## src/almap_pkg.sv

```systemverilog
package almap_pkg;

	// field and state widths
	localparam int SAMPLE_W = 10;
	localparam int LEVEL_W  = 11;
	localparam int SUM_W    = 18;
	localparam int CNT_W    = 8;

	// full scale of the sensor, used by the inversion
	localparam logic [LEVEL_W-1:0] LEVEL_FULL = LEVEL_W'(1024);

	// hysteresis divisor applied to the level span
	localparam int HYSTERESIS = 10;

	// band width as span * ceil(2^HYST_SHIFT / HYSTERESIS) >> HYST_SHIFT,
	// exact for every 11-bit span and any divisor up to 64
	localparam int HYST_SHIFT = 18;
	localparam int HYST_MUL_W = HYST_SHIFT + 1;
	localparam int BAND_W     = LEVEL_W + HYST_MUL_W;
	localparam logic [HYST_MUL_W-1:0] HYST_RECIP =
		HYST_MUL_W'((2 ** HYST_SHIFT + HYSTERESIS - 1) / HYSTERESIS);

	// serial divider: dividend holds the sample sum or avg * steps + span / 2
	localparam int DIV_W     = 2 * LEVEL_W;
	localparam int DIVR_W    = LEVEL_W;
	localparam int DIV_CNT_W = $clog2(DIV_W);

	// queue between front and back
	localparam int QDEPTH = 2;
	localparam int QPTR_W = $clog2(QDEPTH);
	localparam int QCNT_W = $clog2(QDEPTH + 1);

	// configuration register indexes
	localparam int CFG_IDX_W = 3;
	localparam logic [CFG_IDX_W-1:0] REG_INVERT    = 3'd0;
	localparam logic [CFG_IDX_W-1:0] REG_LVL_FLOOR = 3'd1;
	localparam logic [CFG_IDX_W-1:0] REG_LVL_CEIL  = 3'd2;
	localparam logic [CFG_IDX_W-1:0] REG_STEPS     = 3'd3;
	localparam logic [CFG_IDX_W-1:0] REG_BRT_FLOOR = 3'd4;
	localparam logic [CFG_IDX_W-1:0] REG_BRT_CEIL  = 3'd5;
	localparam logic [CFG_IDX_W-1:0] REG_SAMPLES   = 3'd6;

	typedef struct packed {
		logic               invert_sample;
		logic [LEVEL_W-1:0] level_floor;
		logic [LEVEL_W-1:0] level_ceiling;
		logic [LEVEL_W-1:0] brightness_steps;
		logic [LEVEL_W-1:0] brightness_floor;
		logic [LEVEL_W-1:0] brightness_ceiling;
		logic [CNT_W-1:0]   samples_per_average;
	} cfg_t;

	typedef enum logic [2:0] {
		B_IDLE,
		B_DIV_AVG,
		B_CMP,
		B_DIV_SCALE,
		B_EMIT
	} back_state_t;

	// a sample count of zero behaves as one
	function automatic logic [CNT_W-1:0] eff_count(input logic [CNT_W-1:0] n);
		return (n == '0) ? CNT_W'(1) : n;
	endfunction

endpackage

```

## src/almap_front.sv

```systemverilog
module almap_front (
	input  logic                           clk,
	input  logic                           arst_n,
	input  almap_pkg::cfg_t                cfg,
	input  logic                           in_valid,
	input  logic [almap_pkg::SAMPLE_W-1:0] light_sample,
	input  logic                           q_full,
	output logic                           in_stall,
	output logic                           push,
	output logic [almap_pkg::SUM_W-1:0]    push_sum
);

	logic [almap_pkg::SUM_W-1:0]   sum_q;
	logic [almap_pkg::CNT_W-1:0]   cnt_q;
	logic [almap_pkg::LEVEL_W-1:0] s_raw;
	logic [almap_pkg::LEVEL_W-1:0] s_inv;
	logic [almap_pkg::LEVEL_W-1:0] s_clamp;
	logic [almap_pkg::LEVEL_W-1:0] contrib;
	logic [almap_pkg::SUM_W-1:0]   sum_nx;
	logic [almap_pkg::CNT_W-1:0]   cnt_nx;
	logic                          window_ok;
	logic                          accept;
	logic                          decide;

	always_comb begin
		s_raw     = almap_pkg::LEVEL_W'(light_sample);
		s_inv     = cfg.invert_sample ? (almap_pkg::LEVEL_FULL - s_raw) : s_raw;
		window_ok = cfg.level_ceiling > cfg.level_floor;
		s_clamp   = s_inv;
		if (s_clamp < cfg.level_floor) begin
			s_clamp = cfg.level_floor;
		end
		if (s_clamp > cfg.level_ceiling) begin
			s_clamp = cfg.level_ceiling;
		end
		contrib = window_ok ? (s_clamp - cfg.level_floor) : '0;
		sum_nx  = sum_q + almap_pkg::SUM_W'(contrib);
		cnt_nx  = cnt_q + almap_pkg::CNT_W'(1);
		decide  = cnt_nx >= almap_pkg::eff_count(cfg.samples_per_average);
	end

	assign in_stall = q_full;
	assign accept   = in_valid && !q_full;
	assign push     = accept && decide && window_ok;
	assign push_sum = sum_nx;

	always_ff @(posedge clk or negedge arst_n) begin
		if (!arst_n) begin
			sum_q <= '0;
			cnt_q <= '0;
		end else if (accept) begin
			if (decide) begin
				sum_q <= '0;
				cnt_q <= '0;
			end else begin
				sum_q <= sum_nx;
				cnt_q <= cnt_nx;
			end
		end
	end

endmodule

```

## src/almap_fifo.sv

```systemverilog
module almap_fifo (
	input  logic                        clk,
	input  logic                        arst_n,
	input  logic                        push,
	input  logic [almap_pkg::SUM_W-1:0] wdata,
	input  logic                        pop,
	output logic [almap_pkg::SUM_W-1:0] rdata,
	output logic                        full,
	output logic                        not_empty
);

	logic [almap_pkg::SUM_W-1:0]  mem_q [almap_pkg::QDEPTH];
	logic [almap_pkg::QPTR_W-1:0] wptr_q;
	logic [almap_pkg::QPTR_W-1:0] rptr_q;
	logic [almap_pkg::QCNT_W-1:0] cnt_q;

	assign full      = cnt_q == almap_pkg::QCNT_W'(almap_pkg::QDEPTH);
	assign not_empty = cnt_q != '0;
	assign rdata     = mem_q[rptr_q];

	always_ff @(posedge clk) begin
		if (push) begin
			mem_q[wptr_q] <= wdata;
		end
	end

	always_ff @(posedge clk or negedge arst_n) begin
		if (!arst_n) begin
			wptr_q <= '0;
			rptr_q <= '0;
			cnt_q  <= '0;
		end else begin
			if (push) begin
				wptr_q <= (wptr_q == almap_pkg::QPTR_W'(almap_pkg::QDEPTH - 1)) ?
					'0 : wptr_q + almap_pkg::QPTR_W'(1);
			end
			if (pop) begin
				rptr_q <= (rptr_q == almap_pkg::QPTR_W'(almap_pkg::QDEPTH - 1)) ?
					'0 : rptr_q + almap_pkg::QPTR_W'(1);
			end
			if (push && !pop) begin
				cnt_q <= cnt_q + almap_pkg::QCNT_W'(1);
			end else if (pop && !push) begin
				cnt_q <= cnt_q - almap_pkg::QCNT_W'(1);
			end
		end
	end

	a_no_overflow: assert property (@(posedge clk) disable iff (!arst_n)
		push && full |-> pop)
		else $error("queue written while full");

	a_no_underflow: assert property (@(posedge clk) disable iff (!arst_n)
		pop |-> not_empty)
		else $error("queue read while empty");

endmodule

```

## src/almap_div.sv

```systemverilog
module almap_div (
	input  logic                         clk,
	input  logic                         arst_n,
	input  logic                         start,
	input  logic [almap_pkg::DIV_W-1:0]  dividend,
	input  logic [almap_pkg::DIVR_W-1:0] divisor,
	output logic                         done,
	output logic [almap_pkg::DIV_W-1:0]  quotient
);

	logic [almap_pkg::DIV_W-1:0]     work_q;
	logic [almap_pkg::DIVR_W-1:0]    rem_q;
	logic [almap_pkg::DIVR_W-1:0]    dvs_q;
	logic [almap_pkg::DIV_CNT_W-1:0] cnt_q;
	logic                            busy_q;
	logic                            done_q;
	logic [almap_pkg::DIVR_W:0]      rem_sh;
	logic                            qbit;
	logic [almap_pkg::DIVR_W:0]      rem_nx;

	// one restoring step per cycle, quotient bits shift in behind the dividend
	always_comb begin
		rem_sh = {rem_q, work_q[almap_pkg::DIV_W-1]};
		qbit   = rem_sh >= {1'b0, dvs_q};
		rem_nx = qbit ? (rem_sh - {1'b0, dvs_q}) : rem_sh;
	end

	always_ff @(posedge clk) begin
		if (start) begin
			work_q <= dividend;
			rem_q  <= '0;
			dvs_q  <= divisor;
		end else if (busy_q) begin
			work_q <= {work_q[almap_pkg::DIV_W-2:0], qbit};
			rem_q  <= rem_nx[almap_pkg::DIVR_W-1:0];
		end
	end

	always_ff @(posedge clk or negedge arst_n) begin
		if (!arst_n) begin
			busy_q <= 1'b0;
			done_q <= 1'b0;
			cnt_q  <= '0;
		end else begin
			done_q <= 1'b0;
			if (start) begin
				busy_q <= 1'b1;
				cnt_q  <= almap_pkg::DIV_CNT_W'(almap_pkg::DIV_W - 1);
			end else if (busy_q) begin
				cnt_q <= cnt_q - almap_pkg::DIV_CNT_W'(1);
				if (cnt_q == '0) begin
					busy_q <= 1'b0;
					done_q <= 1'b1;
				end
			end
		end
	end

	assign done     = done_q;
	assign quotient = work_q;

endmodule

```

## src/almap_back.sv

```systemverilog
module almap_back (
	input  logic                          clk,
	input  logic                          arst_n,
	input  almap_pkg::cfg_t               cfg,
	input  logic                          q_not_empty,
	input  logic [almap_pkg::SUM_W-1:0]   q_sum,
	output logic                          pop,
	output logic                          out_valid,
	input  logic                          out_stall,
	output logic [almap_pkg::LEVEL_W-1:0] brightness
);

	almap_pkg::back_state_t state_q, state_nx;

	logic [almap_pkg::LEVEL_W-1:0]  held_q;
	logic [almap_pkg::LEVEL_W-1:0]  avg_q;
	logic [almap_pkg::LEVEL_W-1:0]  step_q;
	logic [almap_pkg::LEVEL_W-1:0]  res_q;
	logic                           out_valid_q;
	logic [almap_pkg::LEVEL_W-1:0]  out_q;

	logic [almap_pkg::LEVEL_W-1:0]  span;
	logic [almap_pkg::BAND_W-1:0]   band_prod;
	logic                           div_start;
	logic [almap_pkg::DIV_W-1:0]    div_dvd;
	logic [almap_pkg::DIVR_W-1:0]   div_dvs;
	logic                           div_done;
	logic [almap_pkg::DIV_W-1:0]    div_q;
	logic [almap_pkg::LEVEL_W-1:0]  avg_sat;
	logic [almap_pkg::LEVEL_W:0]    upper;
	logic [almap_pkg::LEVEL_W:0]    lower;
	logic                           inside_band;
	logic [almap_pkg::DIV_W-1:0]    prod;
	logic [almap_pkg::LEVEL_W-1:0]  b_clamp;
	logic                           out_free;

	almap_div u_div (
		.clk      (clk),
		.arst_n   (arst_n),
		.start    (div_start),
		.dividend (div_dvd),
		.divisor  (div_dvs),
		.done     (div_done),
		.quotient (div_q)
	);

	// span is only used when the window is non-empty, the front drops the rest
	assign span     = cfg.level_ceiling - cfg.level_floor;
	assign out_free = !out_valid_q || !out_stall;

	// hysteresis band width by reciprocal multiply
	assign band_prod = almap_pkg::BAND_W'(span) * almap_pkg::BAND_W'(almap_pkg::HYST_RECIP);

	always_comb begin
		avg_sat = (div_q > almap_pkg::DIV_W'(span)) ? span : div_q[almap_pkg::LEVEL_W-1:0];

		upper       = {1'b0, held_q} + {1'b0, step_q};
		lower       = {1'b0, avg_q} + {1'b0, step_q};
		inside_band = ({1'b0, avg_q} <= upper) && (lower >= {1'b0, held_q});

		prod = almap_pkg::DIV_W'(avg_q) * almap_pkg::DIV_W'(cfg.brightness_steps);

		if (div_q < almap_pkg::DIV_W'(cfg.brightness_floor)) begin
			b_clamp = cfg.brightness_floor;
		end else if (div_q > almap_pkg::DIV_W'(cfg.brightness_ceiling)) begin
			b_clamp = cfg.brightness_ceiling;
		end else begin
			b_clamp = div_q[almap_pkg::LEVEL_W-1:0];
		end
	end

	always_comb begin
		state_nx  = state_q;
		pop       = 1'b0;
		div_start = 1'b0;
		div_dvd   = almap_pkg::DIV_W'(q_sum);
		div_dvs   = almap_pkg::DIVR_W'(almap_pkg::eff_count(cfg.samples_per_average));
		case (state_q)
			almap_pkg::B_IDLE: begin
				if (q_not_empty) begin
					pop       = 1'b1;
					div_start = 1'b1;
					state_nx  = almap_pkg::B_DIV_AVG;
				end
			end
			almap_pkg::B_DIV_AVG: begin
				if (div_done) begin
					state_nx = almap_pkg::B_CMP;
				end
			end
			almap_pkg::B_CMP: begin
				if (inside_band) begin
					state_nx = almap_pkg::B_IDLE;
				end else begin
					div_start = 1'b1;
					div_dvd   = prod + almap_pkg::DIV_W'(span >> 1);
					div_dvs   = span;
					state_nx  = almap_pkg::B_DIV_SCALE;
				end
			end
			almap_pkg::B_DIV_SCALE: begin
				if (div_done) begin
					state_nx = almap_pkg::B_EMIT;
				end
			end
			almap_pkg::B_EMIT: begin
				if (out_free) begin
					state_nx = almap_pkg::B_IDLE;
				end
			end
			default: begin
				state_nx = almap_pkg::B_IDLE;
			end
		endcase
	end

	always_ff @(posedge clk or negedge arst_n) begin
		if (!arst_n) begin
			state_q <= almap_pkg::B_IDLE;
		end else begin
			state_q <= state_nx;
		end
	end

	always_ff @(posedge clk) begin
		if (state_q == almap_pkg::B_DIV_AVG && div_done) begin
			avg_q  <= avg_sat;
			step_q <= band_prod[almap_pkg::HYST_SHIFT +: almap_pkg::LEVEL_W];
		end
		if (state_q == almap_pkg::B_DIV_SCALE && div_done) begin
			res_q <= b_clamp;
		end
		if (state_q == almap_pkg::B_EMIT && out_free) begin
			out_q <= res_q;
		end
	end

	always_ff @(posedge clk or negedge arst_n) begin
		if (!arst_n) begin
			held_q      <= '0;
			out_valid_q <= 1'b0;
		end else begin
			if (state_q == almap_pkg::B_CMP && !inside_band) begin
				held_q <= avg_q;
			end
			if (state_q == almap_pkg::B_EMIT && out_free) begin
				out_valid_q <= 1'b1;
			end else if (!out_stall) begin
				out_valid_q <= 1'b0;
			end
		end
	end

	assign out_valid  = out_valid_q;
	assign brightness = out_q;

	a_pop_idle: assert property (@(posedge clk) disable iff (!arst_n)
		pop |-> state_q == almap_pkg::B_IDLE)
		else $error("queue read outside idle");

	a_done_in_div: assert property (@(posedge clk) disable iff (!arst_n)
		div_done |-> (state_q == almap_pkg::B_DIV_AVG || state_q == almap_pkg::B_DIV_SCALE))
		else $error("divider finished with no division pending");

	a_emit_loads: assert property (@(posedge clk) disable iff (!arst_n)
		state_q == almap_pkg::B_EMIT && out_free |=> out_valid_q && out_q == $past(res_q))
		else $error("result not loaded into output register");

endmodule

```

## src/ambient_light_brightness_mapper_top.sv

```systemverilog
// ambient light to display brightness mapper
//
// input channel: in_valid / in_stall with light_sample, one 10-bit sensor
// reading per transfer. output channel: out_valid / out_stall with brightness,
// sent only when the averaged level moves outside the hysteresis band.
// configuration: wr_en / wr_index / wr_data write one register per cycle, to be
// used only while the block is idle.
//
// the front takes one sample per cycle while the queue is not full and
// accumulates it; every samples_per_average samples the sum goes into a
// two-entry queue unless the level window is empty. the back runs a 22-step
// serial divider for the average and for the brightness scaling; the band
// width is a reciprocal multiply. a decision reads the queue, averages, checks
// the band and, if outside it, scales and loads the output register. in_stall
// rises only while the queue is full, when decisions outpace the back
//
// when the receiver stalls, the result holds in the output register and the
// back keeps working on the next decision until it needs that register.
// reset clears configuration to its defaults, the accumulator, the sample
// count, the held level, the queue and the output valid.
module ambient_light_brightness_mapper_top (
	input  logic                              clk,
	input  logic                              arst_n,
	input  logic                              in_valid,
	output logic                              in_stall,
	input  logic [almap_pkg::SAMPLE_W-1:0]    light_sample,
	output logic                              out_valid,
	input  logic                              out_stall,
	output logic [almap_pkg::LEVEL_W-1:0]     brightness,
	input  logic                              wr_en,
	input  logic [almap_pkg::CFG_IDX_W-1:0]   wr_index,
	input  logic [almap_pkg::LEVEL_W-1:0]     wr_data
);

	almap_pkg::cfg_t cfg_q;

	logic                        q_full;
	logic                        q_not_empty;
	logic                        q_push;
	logic                        q_pop;
	logic [almap_pkg::SUM_W-1:0] q_wdata;
	logic [almap_pkg::SUM_W-1:0] q_rdata;

	// configuration registers with their reset defaults
	always_ff @(posedge clk or negedge arst_n) begin
		if (!arst_n) begin
			cfg_q.invert_sample       <= 1'b0;
			cfg_q.level_floor         <= almap_pkg::LEVEL_W'(0);
			cfg_q.level_ceiling       <= almap_pkg::LEVEL_W'(1024);
			cfg_q.brightness_steps    <= almap_pkg::LEVEL_W'(256);
			cfg_q.brightness_floor    <= almap_pkg::LEVEL_W'(0);
			cfg_q.brightness_ceiling  <= almap_pkg::LEVEL_W'(256);
			cfg_q.samples_per_average <= almap_pkg::CNT_W'(8);
		end else if (wr_en) begin
			case (wr_index)
				almap_pkg::REG_INVERT:    cfg_q.invert_sample      <= wr_data[0];
				almap_pkg::REG_LVL_FLOOR: cfg_q.level_floor        <= wr_data;
				almap_pkg::REG_LVL_CEIL:  cfg_q.level_ceiling      <= wr_data;
				almap_pkg::REG_STEPS:     cfg_q.brightness_steps   <= wr_data;
				almap_pkg::REG_BRT_FLOOR: cfg_q.brightness_floor   <= wr_data;
				almap_pkg::REG_BRT_CEIL:  cfg_q.brightness_ceiling <= wr_data;
				almap_pkg::REG_SAMPLES: begin
					cfg_q.samples_per_average <= wr_data[almap_pkg::CNT_W-1:0];
				end
				default: begin
				end
			endcase
		end
	end

	// front: invert, clamp, offset and accumulate samples
	almap_front u_front (
		.clk          (clk),
		.arst_n       (arst_n),
		.cfg          (cfg_q),
		.in_valid     (in_valid),
		.light_sample (light_sample),
		.q_full       (q_full),
		.in_stall     (in_stall),
		.push         (q_push),
		.push_sum     (q_wdata)
	);

	// queue of finished sums waiting for a decision
	almap_fifo u_fifo (
		.clk       (clk),
		.arst_n    (arst_n),
		.push      (q_push),
		.wdata     (q_wdata),
		.pop       (q_pop),
		.rdata     (q_rdata),
		.full      (q_full),
		.not_empty (q_not_empty)
	);

	// back: average, hysteresis check and brightness scaling
	almap_back u_back (
		.clk         (clk),
		.arst_n      (arst_n),
		.cfg         (cfg_q),
		.q_not_empty (q_not_empty),
		.q_sum       (q_rdata),
		.pop         (q_pop),
		.out_valid   (out_valid),
		.out_stall   (out_stall),
		.brightness  (brightness)
	);

endmodule
```

## config.mk

```make
export PLATFORM = sky130hd
export DESIGN_NAME = ambient_light_brightness_mapper_top
export DESIGN_NICKNAME = d
export VERILOG_FILES = /design/src/almap_pkg.sv /design/src/almap_front.sv /design/src/almap_fifo.sv /design/src/almap_div.sv /design/src/almap_back.sv /design/src/ambient_light_brightness_mapper_top.sv
export SDC_FILE = /design/constraint.sdc
export NUM_CORES = 1
export LEC_CHECK = 0
export ABC_AREA = 1
export BUFFER_PORTS_ARGS = -buffer_cell sky130_fd_sc_hd__buf_4
export CORE_MARGIN = 2
export CORE_UTILIZATION = 60
export DETAILED_ROUTE_END_ITERATION = 10
export GPL_TIMING_DRIVEN = 1
export PLACE_DENSITY = 0.89
export SYNTH_ARGS = -nofsm -noshare
export SYNTH_HDL_FRONTEND = slang
export SYNTH_SLANG_ARGS = --single-unit
```

## constraint.sdc

```tcl
create_clock -name clk -period 8.48 [get_ports clk]
set_input_delay 0.424 -clock clk [delete_from_list [all_inputs] [get_ports clk]]
set_output_delay 0.424 -clock clk [all_outputs]
set_load 0.02 [all_outputs]
```

==> results.txt <==
Synth Area in Adders - 28.84%
Longest Clk Path Bufs - 3
Area Growth Syn to Fin - 7.288%
synthesized instance count - 2,603
mux share of post-synthesis cell area - 0.6463%
leading area contributor after synthesis - ha_1
Max-Cap Viols - 0
status - completed
Worst Setup End Kind - flip-flop
total track usage - 29.84%
unrepaired setup endpoints after global routing - false
Final Hold Fails - 0
syn avg cell area - 8.330 um2
hold buffer count at CTS - 0
vias post-DR - 18,329
main combinational cell family by area after synthesis - adder cells
period utilisation layout - 86.98%
Num CTS Buffers - 25
Setup Fix Bufs, Post-CTS - 0
critical path's slowest cell - dfrtp_1
core box area - 35,570 um2
CP required - 8.78 ns
Final ANT Viol Nets - 0
Ant. Diodes - 0
Site Rows - 69
CTS H-Tree Depth - 1
CTS tree - done
crit path max fanout - 21
clk_skew - 0.01734 ns
Main synth FF type - dfrtp_1
DR pass1 iterations - 8
# port buffers - 41
Starting Density - 60.96%
initial antenna violation count - 2
Seq/Total Area, Yosys - 29.66%
Async SR Flop Fraction - 48.95%
Slew HR - 26.48%
clk_lat worst skew - 0.55 ns
vias in the first global route - 18,473
Setup TNS - 0 ns
actual slew at the worst max-slew pin - 1.100 ns
most common cell after layout, fill and taps aside - nand2_1
fmax - 135.6 MHz
synth warn - 0
post-synth cell types - 51
clock sink count - 237
GRT overflow - 0
initial DRC count - 1,616
Crit path top cell by count - nand2_1
Seq cells post-synth - 237
CP Class - flip-flop to flip-flop
Final Critical Period - 7.376 ns
clk slew on worst S/H paths - 0.07 ns
routed len/inst - 18.10 um
Crit path largest cell delay - 0.56 ns
Layout Nets - 3,065
Post-synth EDFFs - 110
final setup vio count - 0
via/cell ratio - 5.914
CTS root buf - clkbuf_16
share of layout cells above drive strength 1 - 4.663%
worst r2r path cells - 36
Syn Std Cell Area - 21,680 um2
post-cts gate resize count - 0
simple-gate area share of the yosys netlist - 16.55%
critical path data arrival time - 7.68 ns
largest net degree at the start of global routing - 73
Hold WC Path Type - primary input to asynchronous set/reset pin
# IOs - 42
Final Slew Violations - 0
startpoint types - flip-flop
Synth top area share - 16.10%
DIE AREA - 37,670 um2
DIE HEIGHT - 194.1 um
GPL Wtd Cong - 0.9805
Compound-Gate Fraction of Synth Area - 11.63%
xor and xnor fraction of the mapped netlist area - 3.676%
post-synth net total - 3,049
DRC - 0
first-pass GRT wire length - 91,670 um
final WL - 56,080 um
Die X - 194.1 um
Synth area leaders - ha_1 16%, edfxtp_1 15%, dfrtp_1 13%
Post-DP HPWL - 43,320 um
commonest non-fill, non-tap cells in the layout - 583 x nand2_1, 439 x inv_1, 279 x ha_1, 221 x o21ai_0, 152 x a21oi_1
critical path, delay by kind of cell, from the launching register on:
| family | cells | cell delay, ns |
|---|---|---|
| AO/OA/AOI/OAI | 12 | 2.30 |
| XOR/XNOR | 2 | 0.42 |
| adder cells (fa/ha/maj) | 4 | 1.32 |
| buffers and inverters | 3 | 0.31 |
| flip-flops | 1 | 0.56 |
| AND/OR/NAND/NOR | 15 | 2.19 |
logic make-up (layout without fill, tap and decap cells):
logic type | Yosys count | after routing
and+or+nand+nor | 869 | 869
DFF | 237 | 237
AOI/OAI and AO/OA | 465 | 465
xor gates and xnor gates | 91 | 91
adders and majority gates | 417 | 417
muxes | 14 | 14
buffers and inverters | 510 | 545
worst paths after layout:
kind	start	endpoint	slack [ns]
max	cfg_q[63]$_DFFE_PN0P_	u_fifo.mem_q[0][17]$_DFFE_PP_	1.10
min	arst_n	cfg_q[57]$_DFFE_PN0P_	0.03
max reg2reg	cfg_q[63]$_DFFE_PN0P_	u_fifo.mem_q[0][17]$_DFFE_PP_	1.10
min reg2reg	u_back.res_q[9]$_DFFE_PP_	u_back.brightness[9]$_DFFE_PP_	0.42
max in group asynchronous	arst_n	cfg_q[20]$_DFFE_PN0P_	7.22
min in group clk	out_stall	u_back.out_valid$_DFFE_PN0P_	0.11
layer usage:
layer | wire, um | track usage (%)
met3 | 4652 | 4.279
met2 | 26760 | 50.82
met4 | 3000 | 14.39
met1 | 21650 | 37.46
met5 | 13 | 0
metrics by stage:
stage / setup slack, ns / hold slack (ns) / util, % / instance area (um2) / cells
final: 1.104 / 0.03490 / 65.40 / 23260 / 3099
after global routing: 0.1924 / 0.1167 / 65.40 / 23260 / 3099
after floorplan: 2.233 / 0.1284 / - / 21680 / 2603
after global placement: 0.8636 / 0.4042 / 63.00 / 22410 / 3053
after detailed placement: 0.7472 / 0.4045 / 63.00 / 22410 / 3053
after CTS: 1.185 / 0.07990 / 65.40 / 23260 / 3099
state kept, by name, summed over array words and instances, names as in the netlist, 5 cells and up:
register / count
cfg_q: 64
u_fifo.mem_q: 36
u_back.u_div.quotient: 22
u_front.sum_q: 18
u_back.avg_q: 11
u_back.brightness: 11
u_back.held_q: 11
u_back.res_q: 11
u_back.u_div.dvs_q: 11
u_back.u_div.rem_q: 11
u_back.step_q: 8
u_front.cnt_q: 8
u_back.u_div.cnt_q: 5
cell usage after synthesis, drive strengths merged (3+ instances only):
cell,instances
a211oi,5
a21o,7
a21oi,154
a22o,12
a31oi,9
and3,3
buf,16
clkbuf,54
dfrtp,112
dfstp,4
dfxtp,11
edfxtp,110
fa,138
ha,279
inv,440
mux2i,14
nand2,586
nand3,101
nand4,27
nor2,109
nor3,23
nor4,9
o2111ai,4
o211ai,6
o21a,8
o21ai,241
o21bai,5
o221ai,3
o22ai,4
o31ai,3
or2,10
xnor2,27
xor2,64
area by class of cell:
class                           instances  area (um2)
Clock buffer                           35       747.0
Tap cell                              461       576.8
Multi-Input combinational cell       1856       13310
Timing Repair Buffer                   59       442.9
Clock inverter                         11       108.9
Sequential cell                       237        6431
Inverter                              440        1652
Fill cell                            2732       12310
Power is left out: the tool's default activity adds up to more than one toggle a clock period on the data nets, which glitch-free logic cannot reach.
